[config.mk]
export PLATFORM = sky130hd
export DESIGN_NAME = bounded_array_list_engine
export DESIGN_NICKNAME = d
export VERILOG_FILES = /design/src/rtl/bale_pkg.sv /design/src/rtl/bale_cell.sv /design/src/rtl/bounded_array_list_engine.sv
export SDC_FILE = /design/constraint.sdc
export NUM_CORES = 2
export LEC_CHECK = 0
export BUFFER_PORTS_ARGS = -buffer_cell sky130_fd_sc_hd__buf_2
export CORE_MARGIN = 3
export CORE_UTILIZATION = 58
export DETAILED_ROUTE_END_ITERATION = 10
export PLACE_DENSITY = 0.78
export SETUP_SLACK_MARGIN = 0.1
export SLEW_MARGIN = 15
export SYNTH_ARGS = -nofsm -noshare
export SYNTH_HDL_FRONTEND = slang
export SYNTH_HIERARCHICAL = 1
export SYNTH_SLANG_ARGS = --single-unit
export TNS_END_PERCENT = 5
[constraint.sdc]
create_clock -name i_clk -period 10.4 [get_ports i_clk]
set_input_delay 0.52 -clock i_clk [delete_from_list [all_inputs] [get_ports i_clk]]
set_output_delay 0.52 -clock i_clk [all_outputs]
set_load 0.02 [all_outputs]
[src/rtl/bale_pkg.sv]
`timescale 1ns / 1ps
package bale_pkg;

    // Defaults for the top-level parameters
    localparam int DEPTH_DEF     = 16;
    localparam int DATA_BITS_DEF = 32;

    // Capacity register
    localparam int            CAP_BITS  = 5;
    localparam logic [4:0]    CAP_RESET = 5'd16;

    // Fixed port field widths
    localparam int VALUE_BITS = 32;
    localparam int POS_BITS   = 5;
    localparam int CMD_BITS   = 4;
    localparam int STAT_BITS  = 2;
    localparam int FIDX_BITS  = 4;
    localparam int CNT_BITS   = 5;
    localparam int IN_TDATA_BITS  = 40;
    localparam int OUT_TDATA_BITS = 48;

    // Command codes carried on tuser
    typedef enum logic [CMD_BITS-1:0] {
        CMD_PUSH_FRONT = 4'd0,
        CMD_PUSH_BACK  = 4'd1,
        CMD_INSERT     = 4'd2,
        CMD_POP_FRONT  = 4'd3,
        CMD_POP_BACK   = 4'd4,
        CMD_ERASE      = 4'd5,
        CMD_FRONT      = 4'd6,
        CMD_BACK       = 4'd7,
        CMD_SEARCH     = 4'd8
    } t_cmd;

    // Result status codes
    typedef enum logic [STAT_BITS-1:0] {
        ST_OK     = 2'd0,
        ST_FULL   = 2'd1,
        ST_EMPTY  = 2'd2,
        ST_BADPOS = 2'd3
    } t_status;

    // Shift action applied to the whole row of cells
    typedef enum logic [1:0] {
        OP_HOLD = 2'd0,
        OP_INS  = 2'd1,
        OP_DEL  = 2'd2
    } t_cell_op;

    // Control broadcast to every cell
    typedef struct packed {
        t_cell_op op;
        logic     commit;
    } t_cell_ctrl;

    // Sequencer states
    typedef enum logic {
        S_IDLE = 1'b0,
        S_EXEC = 1'b1
    } t_state;

endpackage

[src/rtl/bale_cell.sv]
`timescale 1ns / 1ps
module bale_cell #(
    parameter int DATA_BITS = bale_pkg::DATA_BITS_DEF,
    parameter int IW        = 4,
    parameter int CW        = 5,
    parameter int INDEX     = 0
) (
    input  logic                  i_clk,
    input  bale_pkg::t_cell_ctrl  i_ctrl,
    input  logic [IW-1:0]         i_pos,
    input  logic [CW-1:0]         i_cnt,
    input  logic [DATA_BITS-1:0]  i_din,
    input  logic [DATA_BITS-1:0]  i_left,
    input  logic [DATA_BITS-1:0]  i_right,
    output logic [DATA_BITS-1:0]  o_data,
    output logic                  o_match,
    output logic [DATA_BITS-1:0]  o_rd
);

    localparam logic [IW-1:0] IDX  = IW'(INDEX);
    localparam logic [CW-1:0] IDXC = CW'(INDEX);

    logic [DATA_BITS-1:0] r_data;
    logic [DATA_BITS-1:0] n_data;

    // Pick the next entry: take from the left on insert, from the right on erase
    always_comb begin
        n_data = r_data;
        case (i_ctrl.op)
            bale_pkg::OP_INS: begin
                if (IDX > i_pos) begin
                    n_data = i_left;
                end else if (IDX == i_pos) begin
                    n_data = i_din;
                end
            end
            bale_pkg::OP_DEL: begin
                if (IDX >= i_pos) begin
                    n_data = i_right;
                end
            end
            default: n_data = r_data;
        endcase
    end

    // Hold the entry
    always_ff @(posedge i_clk) begin
        if (i_ctrl.commit) begin
            r_data <= n_data;
        end
    end

    // Compare against the search key; only live entries may hit
    assign o_match = (IDXC < i_cnt) && (r_data == i_din);

    // Drive the read bus only when addressed
    assign o_rd   = (IDX == i_pos) ? r_data : '0;
    assign o_data = r_data;

endmodule

[src/rtl/bounded_array_list_engine.sv]
`timescale 1ns / 1ps
// Bounded ordered list of signed values held in a row of cells, one entry per
// cell. Each command word (kind on s_axis_tuser) pushes or pops at either end,
// inserts or erases at a position, reads an end or searches for the first
// equal entry, and returns one result word with the value read, a status, the
// search hit and index, the new count and an empty flag. A command word is
// held, then, once the result register is free, every cell shifts or compares
// in parallel and the result is registered; the result register then waits
// for m_axis_tready, and the next command may be taken while it waits. Entries
// above DEPTH are never held; capacity values above DEPTH act as DEPTH.
module bounded_array_list_engine #(
    parameter int DEPTH     = bale_pkg::DEPTH_DEF,
    parameter int DATA_BITS = bale_pkg::DATA_BITS_DEF
) (
    input  logic                                 i_clk,
    input  logic                                 i_rst_n,
    input  logic                                 i_cfg_we,
    input  logic [bale_pkg::CAP_BITS-1:0]        i_cfg_wdata,
    input  logic                                 s_axis_tvalid,
    output logic                                 s_axis_tready,
    // [31:0] value, [36:32] position, [39:37] zero
    input  logic [bale_pkg::IN_TDATA_BITS-1:0]   s_axis_tdata,
    // [3:0] cmd
    input  logic [bale_pkg::CMD_BITS-1:0]        s_axis_tuser,
    output logic                                 m_axis_tvalid,
    input  logic                                 m_axis_tready,
    // [31:0] data_out, [33:32] status, [34] found, [38:35] found_index,
    // [43:39] count, [44] is_empty, [47:45] zero
    output logic [bale_pkg::OUT_TDATA_BITS-1:0]  m_axis_tdata
);

    localparam int IW = (DEPTH > 1) ? $clog2(DEPTH) : 1;
    localparam int CW = $clog2(DEPTH + 1);
    localparam int LW = (CW > bale_pkg::CAP_BITS) ? CW : bale_pkg::CAP_BITS;
    localparam logic [LW-1:0] DEPTH_L = LW'(DEPTH);

    // Control state
    bale_pkg::t_state r_state;
    bale_pkg::t_state n_state;
    logic [bale_pkg::CAP_BITS-1:0] r_cap;
    logic [CW-1:0]                 r_count;
    logic [CW-1:0]                 n_count;
    logic                          r_m_valid;

    // Held command
    bale_pkg::t_cmd                r_cmd;
    logic [DATA_BITS-1:0]          r_val;
    logic [bale_pkg::POS_BITS-1:0] r_pos;

    // Decode results
    bale_pkg::t_status  stat;
    bale_pkg::t_cell_ctrl ctrl;
    logic [LW-1:0]      eff_pos;
    logic [LW-1:0]      cnt_ext;
    logic [LW-1:0]      cap_ext;
    logic [LW-1:0]      lim;
    logic [LW-1:0]      pos_ext;
    logic               rd_en;
    logic               srch;
    logic               out_free;
    logic               fire;

    // Row signals
    logic [DATA_BITS-1:0] w_data [DEPTH];
    logic [DATA_BITS-1:0] w_rd   [DEPTH];
    logic [DEPTH-1:0]     w_match;
    logic [DATA_BITS-1:0] rd_all;
    logic                 hit;
    logic [IW-1:0]        hit_idx;

    // Result fields
    logic [bale_pkg::VALUE_BITS-1:0] data_out;
    logic                            found;
    logic [bale_pkg::FIDX_BITS-1:0]  found_idx;
    logic [bale_pkg::CNT_BITS-1:0]   cnt_out;
    logic                            is_empty;

    assign out_free = !r_m_valid || m_axis_tready;

    // Sequencer next state
    always_comb begin
        n_state = r_state;
        unique case (r_state)
            bale_pkg::S_IDLE: if (s_axis_tvalid) n_state = bale_pkg::S_EXEC;
            bale_pkg::S_EXEC: if (out_free) n_state = bale_pkg::S_IDLE;
            default: n_state = bale_pkg::S_IDLE;
        endcase
    end

    // Sequencer outputs
    always_comb begin
        s_axis_tready = 1'b0;
        fire          = 1'b0;
        unique case (r_state)
            bale_pkg::S_IDLE: s_axis_tready = 1'b1;
            bale_pkg::S_EXEC: fire = out_free;
            default: begin
                s_axis_tready = 1'b0;
                fire          = 1'b0;
            end
        endcase
    end

    always_ff @(posedge i_clk) begin
        if (!i_rst_n) begin
            r_state <= bale_pkg::S_IDLE;
        end else begin
            r_state <= n_state;
        end
    end

    // Capacity register
    always_ff @(posedge i_clk) begin
        if (!i_rst_n) begin
            r_cap <= bale_pkg::CAP_RESET;
        end else if (i_cfg_we) begin
            r_cap <= i_cfg_wdata;
        end
    end

    // Capture the command word
    always_ff @(posedge i_clk) begin
        if (s_axis_tvalid && s_axis_tready) begin
            r_cmd <= bale_pkg::t_cmd'(s_axis_tuser);
            r_val <= DATA_BITS'(signed'(s_axis_tdata[31:0]));
            r_pos <= s_axis_tdata[36:32];
        end
    end

    assign cnt_ext = LW'(r_count);
    assign cap_ext = LW'(r_cap);
    assign lim     = (cap_ext > DEPTH_L) ? DEPTH_L : cap_ext;
    assign pos_ext = LW'(r_pos);

    // Decode the held command against the count and capacity
    always_comb begin
        stat        = bale_pkg::ST_OK;
        ctrl.op     = bale_pkg::OP_HOLD;
        ctrl.commit = fire;
        eff_pos     = '0;
        rd_en       = 1'b0;
        srch        = 1'b0;
        n_count     = r_count;
        unique case (r_cmd) inside
            bale_pkg::CMD_PUSH_FRONT, bale_pkg::CMD_PUSH_BACK, bale_pkg::CMD_INSERT: begin
                if (cnt_ext >= lim) begin
                    stat = bale_pkg::ST_FULL;
                end else begin
                    if (r_cmd == bale_pkg::CMD_PUSH_FRONT) begin
                        eff_pos = '0;
                    end else if (r_cmd == bale_pkg::CMD_PUSH_BACK) begin
                        eff_pos = cnt_ext;
                    end else begin
                        eff_pos = pos_ext;
                    end
                    if (eff_pos > cnt_ext) begin
                        stat = bale_pkg::ST_BADPOS;
                    end else begin
                        ctrl.op = bale_pkg::OP_INS;
                        n_count = CW'(r_count + 1'b1);
                    end
                end
            end
            bale_pkg::CMD_POP_FRONT, bale_pkg::CMD_POP_BACK, bale_pkg::CMD_ERASE: begin
                if (r_count == '0) begin
                    stat = bale_pkg::ST_EMPTY;
                end else begin
                    if (r_cmd == bale_pkg::CMD_POP_FRONT) begin
                        eff_pos = '0;
                    end else if (r_cmd == bale_pkg::CMD_POP_BACK) begin
                        eff_pos = LW'(cnt_ext - 1'b1);
                    end else begin
                        eff_pos = pos_ext;
                    end
                    if (eff_pos >= cnt_ext) begin
                        stat = bale_pkg::ST_BADPOS;
                    end else begin
                        ctrl.op = bale_pkg::OP_DEL;
                        rd_en   = 1'b1;
                        n_count = CW'(r_count - 1'b1);
                    end
                end
            end
            bale_pkg::CMD_FRONT, bale_pkg::CMD_BACK: begin
                if (r_count == '0) begin
                    stat = bale_pkg::ST_EMPTY;
                end else begin
                    eff_pos = (r_cmd == bale_pkg::CMD_FRONT) ? '0 : LW'(cnt_ext - 1'b1);
                    rd_en   = 1'b1;
                end
            end
            bale_pkg::CMD_SEARCH: srch = 1'b1;
            default: stat = bale_pkg::ST_OK;
        endcase
    end

    // Row of cells
    for (genvar g = 0; g < DEPTH; g++) begin : g_cell
        logic [DATA_BITS-1:0] left_d;
        logic [DATA_BITS-1:0] right_d;

        if (g == 0) begin : g_first
            assign left_d = r_val;
        end else begin : g_mid
            assign left_d = w_data[g-1];
        end
        if (g == DEPTH - 1) begin : g_last
            assign right_d = w_data[g];
        end else begin : g_inner
            assign right_d = w_data[g+1];
        end

        bale_cell #(
            .DATA_BITS (DATA_BITS),
            .IW        (IW),
            .CW        (CW),
            .INDEX     (g)
        ) u_cell (
            .i_clk   (i_clk),
            .i_ctrl  (ctrl),
            .i_pos   (eff_pos[IW-1:0]),
            .i_cnt   (r_count),
            .i_din   (r_val),
            .i_left  (left_d),
            .i_right (right_d),
            .o_data  (w_data[g]),
            .o_match (w_match[g]),
            .o_rd    (w_rd[g])
        );
    end

    // Merge the read bus
    always_comb begin
        rd_all = '0;
        for (int i = 0; i < DEPTH; i++) begin
            rd_all = rd_all | w_rd[i];
        end
    end

    // Take the lowest matching cell
    always_comb begin
        hit     = 1'b0;
        hit_idx = '0;
        for (int i = 0; i < DEPTH; i++) begin
            if (w_match[i] && !hit) begin
                hit     = 1'b1;
                hit_idx = IW'(i);
            end
        end
    end

    assign data_out  = rd_en ? bale_pkg::VALUE_BITS'(signed'(rd_all)) : '0;
    assign found     = srch && hit;
    assign found_idx = found ? bale_pkg::FIDX_BITS'(hit_idx) : '0;
    assign cnt_out   = bale_pkg::CNT_BITS'(n_count);
    assign is_empty  = (n_count == '0);

    // Advance the count
    always_ff @(posedge i_clk) begin
        if (!i_rst_n) begin
            r_count <= '0;
        end else if (fire) begin
            r_count <= n_count;
        end
    end

    // Result register
    always_ff @(posedge i_clk) begin
        if (!i_rst_n) begin
            r_m_valid <= 1'b0;
        end else if (fire) begin
            r_m_valid <= 1'b1;
        end else if (m_axis_tready) begin
            r_m_valid <= 1'b0;
        end
    end

    always_ff @(posedge i_clk) begin
        if (fire) begin
            m_axis_tdata <= {3'b000, is_empty, cnt_out, found_idx, found, stat, data_out};
        end
    end

    assign m_axis_tvalid = r_m_valid;

    // Checks
    a_count_bound: assert property (@(posedge i_clk) disable iff (!i_rst_n)
        r_count <= CW'(DEPTH))
        else $error("entry count above depth");

    a_take_to_exec: assert property (@(posedge i_clk) disable iff (!i_rst_n)
        (s_axis_tvalid && s_axis_tready) |=> (r_state == bale_pkg::S_EXEC))
        else $error("taken word did not enter execution");

    a_result_from_exec: assert property (@(posedge i_clk) disable iff (!i_rst_n)
        $rose(r_m_valid) |-> $past(r_state == bale_pkg::S_EXEC))
        else $error("result appeared without execution");

    a_insert_count: assert property (@(posedge i_clk) disable iff (!i_rst_n)
        (fire && ctrl.op == bale_pkg::OP_INS) |=> (r_count == CW'($past(r_count) + 1'b1)))
        else $error("insert did not advance the count");

endmodule
==> results.json <==
{
  "status": "finished clean",
  "seqPwrFrac_pct": 43.0,
  "cts_buffers": 70,
  "tns_ps": 0,
  "routed.top_layer": "met4",
  "synth_seq_cells": 610,
  "grt_pass1_vias": 31091,
  "drt-wirelength-per-cell_um": 27.9,
  "start_util_pct": 59.0,
  "fp.dieW_um": 274,
  "synth_top_area_cell": "edfxtp_1",
  "place_area_mm2": 0.0429,
  "crit_fanout": 34,
  "rr_worst_depth": 18,
  "worstHoldStart": "s_axis_tdata[30]",
  "hp-class": "input port to flop",
  "required_ps": 10730,
  "hpwl_um": 99000,
  "met3WireLength_um": 20100,
  "rsz0062_at_grt": "false",
  "powerDensity_mw_per_mm2": 150,
  "crit_path_max_incr_delay_ps": 870,
  "wl_met1_um": 53400,
  "dr.pass1.iters": 7,
  "p_int_uw": 4710,
  "fin_crit_sh_pct": 59.1,
  "relSlewSlack_pct": 22.2,
  "ys_seq_area_share_pct": 43.7,
  "io_buffers": 97,
  "grt_start_max_net_pins": 66,
  "final_area_mm2": 0.0452,
  "peakVddDrop_mv": 0.115,
  "yosysWarnings": 6,
  "dpl.cell_count": 4949,
  "drive_gt1_share_pct": 11.5,
  "clk_pin_slew_ps": 60,
  "vias": 33838,
  "holdPathEnd": "g_cell[0].left_d[30]$_DFFE_PP_",
  "clockBufferDepth": 3,
  "rrSetupSlack_ps": 4250,
  "die_height_um": 274,
  "dr_wl_met2_um": 61000,
  "final_cells": 5081,
  "worst_path_most_repeated_cell": "buf_4",
  "hold_buffers": 0,
  "cp-end-kind": "flop",
  "ys_types": 103,
  "finalPower_uw": 6760,
  "p_switching_uw": 2050,
  "grt_pass1_wl_um": 206000,
  "core_area_mm2": 0.0706,
  "vias_per_cell": 6.66,
  "r2r-start": "cnt_ext[1]$_SDFFE_PN0P_",
  "antenna_found_initial": 1,
  "cp_data_arrival_time_ps": 6480,
  "post_cts_buffers": 0,
  "slew_viol_final": 0,
  "max_freq_ghz": 0.163,
  "synthArstFlopShare_pct": 0,
  "syn_area_per_cell_um2": 10.3,
  "fin_nets": 4156,
  "cts_tree": "yes",
  "start_kind": "flop",
  "first_iter_violations": 5451,
  "cpMaxStageDelayCell": "nor4_1",
  "cts_resized": 0,
  "synth_top_area_share_pct": 43.1,
  "period_minus_slack_ps": 6150,
  "p_sw_share_pct": 30.3,
  "power.leakage_uw": 0.0172,
  "synth_edf_count": 598,
  "mappedNetlistArea_mm2": 0.0416,
  "rows": 97,
  "synth.area.top_cells": "edfxtp_1 43%, mux2i_1 12%, xor2_1 9.0%, and2_1 6.9%, nand2_1 4.6%",
  "ys.flop_type": "edfxtp_1",
  "ant_nets": 0,
  "gp_congestion": 1.07,
  "path_cells": "buf_4 > inv_1 > ha_1 > or3b_4 > nand2b_4 > nand3_1 > nor2b_1 > a21oi_1 > nand2_2 > buf_4 > nand3_2 > buf_4 > nor2_2 > buf_4 > and2_1 > nor4_1 > and4_1 > nor2_1",
  "power_frac_comb_pct": 20.1,
  "ys_top_cells_by_count": "598 x edfxtp_1, 514 x nand2_1, 484 x mux2i_1",
  "cts_root_buf": "clkbuf_16",
  "path_buf_inv": 5,
  "drcViolationCount": 0,
  "cts_max_level": 3,
  "min_path_cells": 1,
  "worstSetupPathType": "flop to flop",
  "fin_skew_ps": 21.0,
  "fillers": 5623,
  "area_growth_syn_to_layout_pct": 8.50,
  "whs_ps": 61.5,
  "synth_most_common_cell": "edfxtp_1",
  "grt.overflow.total": 0,
  "syn_inst": 4038,
  "cts.sinks": 610,
  "wl_um": 142000,
  "ios": 104,
  "r2r-end": "m_axis_tdata[29]$_SDFFCE_PN0P_",
  "maxCapViolCount": 0,
  "clkPwrFrac_pct": 36.9,
  "die-area_mm2": 0.0750,
  "track_usage_pct": 36.7,
  "setup_viol_count_final": 0,
  "tightest_slew_ps": 1160,
  "cp_top_family": "simple AND/OR/NAND/NOR gates",
  "finalHoldViolations": 0,
  "clock_latency_ps": 630
}
-- placed cells by master, fill, tap and decap left out, drive strengths merged, types with 3 or more instances in the layout --
cell / instances
bufinv: 6
nor4: 246
clkinv: 31
ha: 20
o21ai: 512
xor2: 427
nor4b: 5
inv: 26
nor2: 67
and3: 37
a32oi: 3
buf: 193
nor3: 25
nor3b: 4
nand2b: 7
conb: 3
nor2b: 31
and4: 33
clkbuf: 85
a31oi: 6
or4: 4
mux2: 32
and4b: 3
mux2i: 484
nand3: 20
a211oi: 6
nand2: 516
nand4: 42
a21oi: 20
o211ai: 5
a2111oi: 4
o21a: 3
edfxtp: 598
xnor2: 97
a21o: 3
and2: 484
dfxtp: 12
or3: 3
-- registers in the layout, indices dropped and copies added (netlist names) --
| name | flops |
|---|---|
| cnt_ext | 5 |
| g_cell.u_cell/o_data | 512 |
| m_axis_tdata | 45 |
| r_state | 1 |
| cap_ext | 5 |
| r_cmd | 4 |
| m_axis_tvalid | 1 |
| g_cell.left_d | 32 |
| pos_ext | 5 |
-- per-layer routing --
| metal | vias to the layer above | GRT usage [%] |
|---|---|---|
| met1 | 16351 | 49.5 |
| li1 | 14676 | - |
| met2 | 2461 | 54.3 |
| met3 | 350 | 11.5 |
| met4 | 0 | 16.1 |
| met5 | - | 0 |
-- cell families after synthesis --
kind of cell,share of synthesized area [%]
adder cells (fa/ha/maj),0.601
XOR/XNOR,11.0
AND/OR/NAND/NOR,20.5
other,0.00901
multiplexers,12.5
flip-flops,43.7
AO/OA/AOI/OAI,8.01
buffers and inverters,3.63
-- power groups by stage --
| stage | registers (uW) | logic (uW) | clock network, uW |
|---|---|---|---|
| final | 2910 | 1360 | 2500 |
| after floorplan | 3010 | 840 | 0 |
| after global placement | 2960 | 1270 | 0 |
| after global routing | 2910 | 1410 | 2610 |
| after CTS | 2910 | 1300 | 2510 |
| after detailed placement | 2960 | 1290 | 0 |
-- through the flow --
| stage | setup WS (ps) | utilization [%] |
|---|---|---|
| 3_5_place_dp | 4500 | 60.7 |
| 3_3_place_gp | 4590 | 60.7 |
| 4_1_cts | 4500 | 63.9 |
| 2_1_floorplan | 596 | - |
| 6_report | 4250 | 64.0 |
| 5_1_grt | 4100 | 64.0 |
-- worst max path at each step --
stage                                       start                                     end  slack (ps)  cells after the start
after floorplan           cnt_ext[0]$_SDFFE_PN0P_    g_cell[2].u_cell/o_data[0]$_DFFE_PP_         600                     15
after global placement    cnt_ext[1]$_SDFFE_PN0P_  g_cell[12].u_cell/o_data[31]$_DFFE_PP_        4590                     15
after detailed placement  cnt_ext[1]$_SDFFE_PN0P_   g_cell[8].u_cell/o_data[21]$_DFFE_PP_        4500                     16
after CTS                 cnt_ext[1]$_SDFFE_PN0P_  g_cell[12].u_cell/o_data[29]$_DFFE_PP_        4500                     15
after global routing      cnt_ext[1]$_SDFFE_PN0P_   g_cell[10].u_cell/o_data[9]$_DFFE_PP_        4100                     16
final                     cnt_ext[1]$_SDFFE_PN0P_          m_axis_tdata[29]$_SDFFCE_PN0P_        4250                     18
-- final cells by class --
| cell class | instances | area (um^2) | area share (%) |
|---|---|---|---|
| flip-flops and latches | 610 | 18200 | 40.3 |
| well taps | 940 | 1180 | 2.60 |
| clock buffers | 85 | 1830 | 4.05 |
| inverters | 21 | 78.8 | 0.174 |
| repair buffers | 193 | 1220 | 2.70 |
| clock inverters | 44 | 427 | 0.944 |
| multi-input cells | 3186 | 22300 | 49.2 |
| diodes | 2 | 5.00 | 0.0111 |
(Power assumes the default switching activity.)
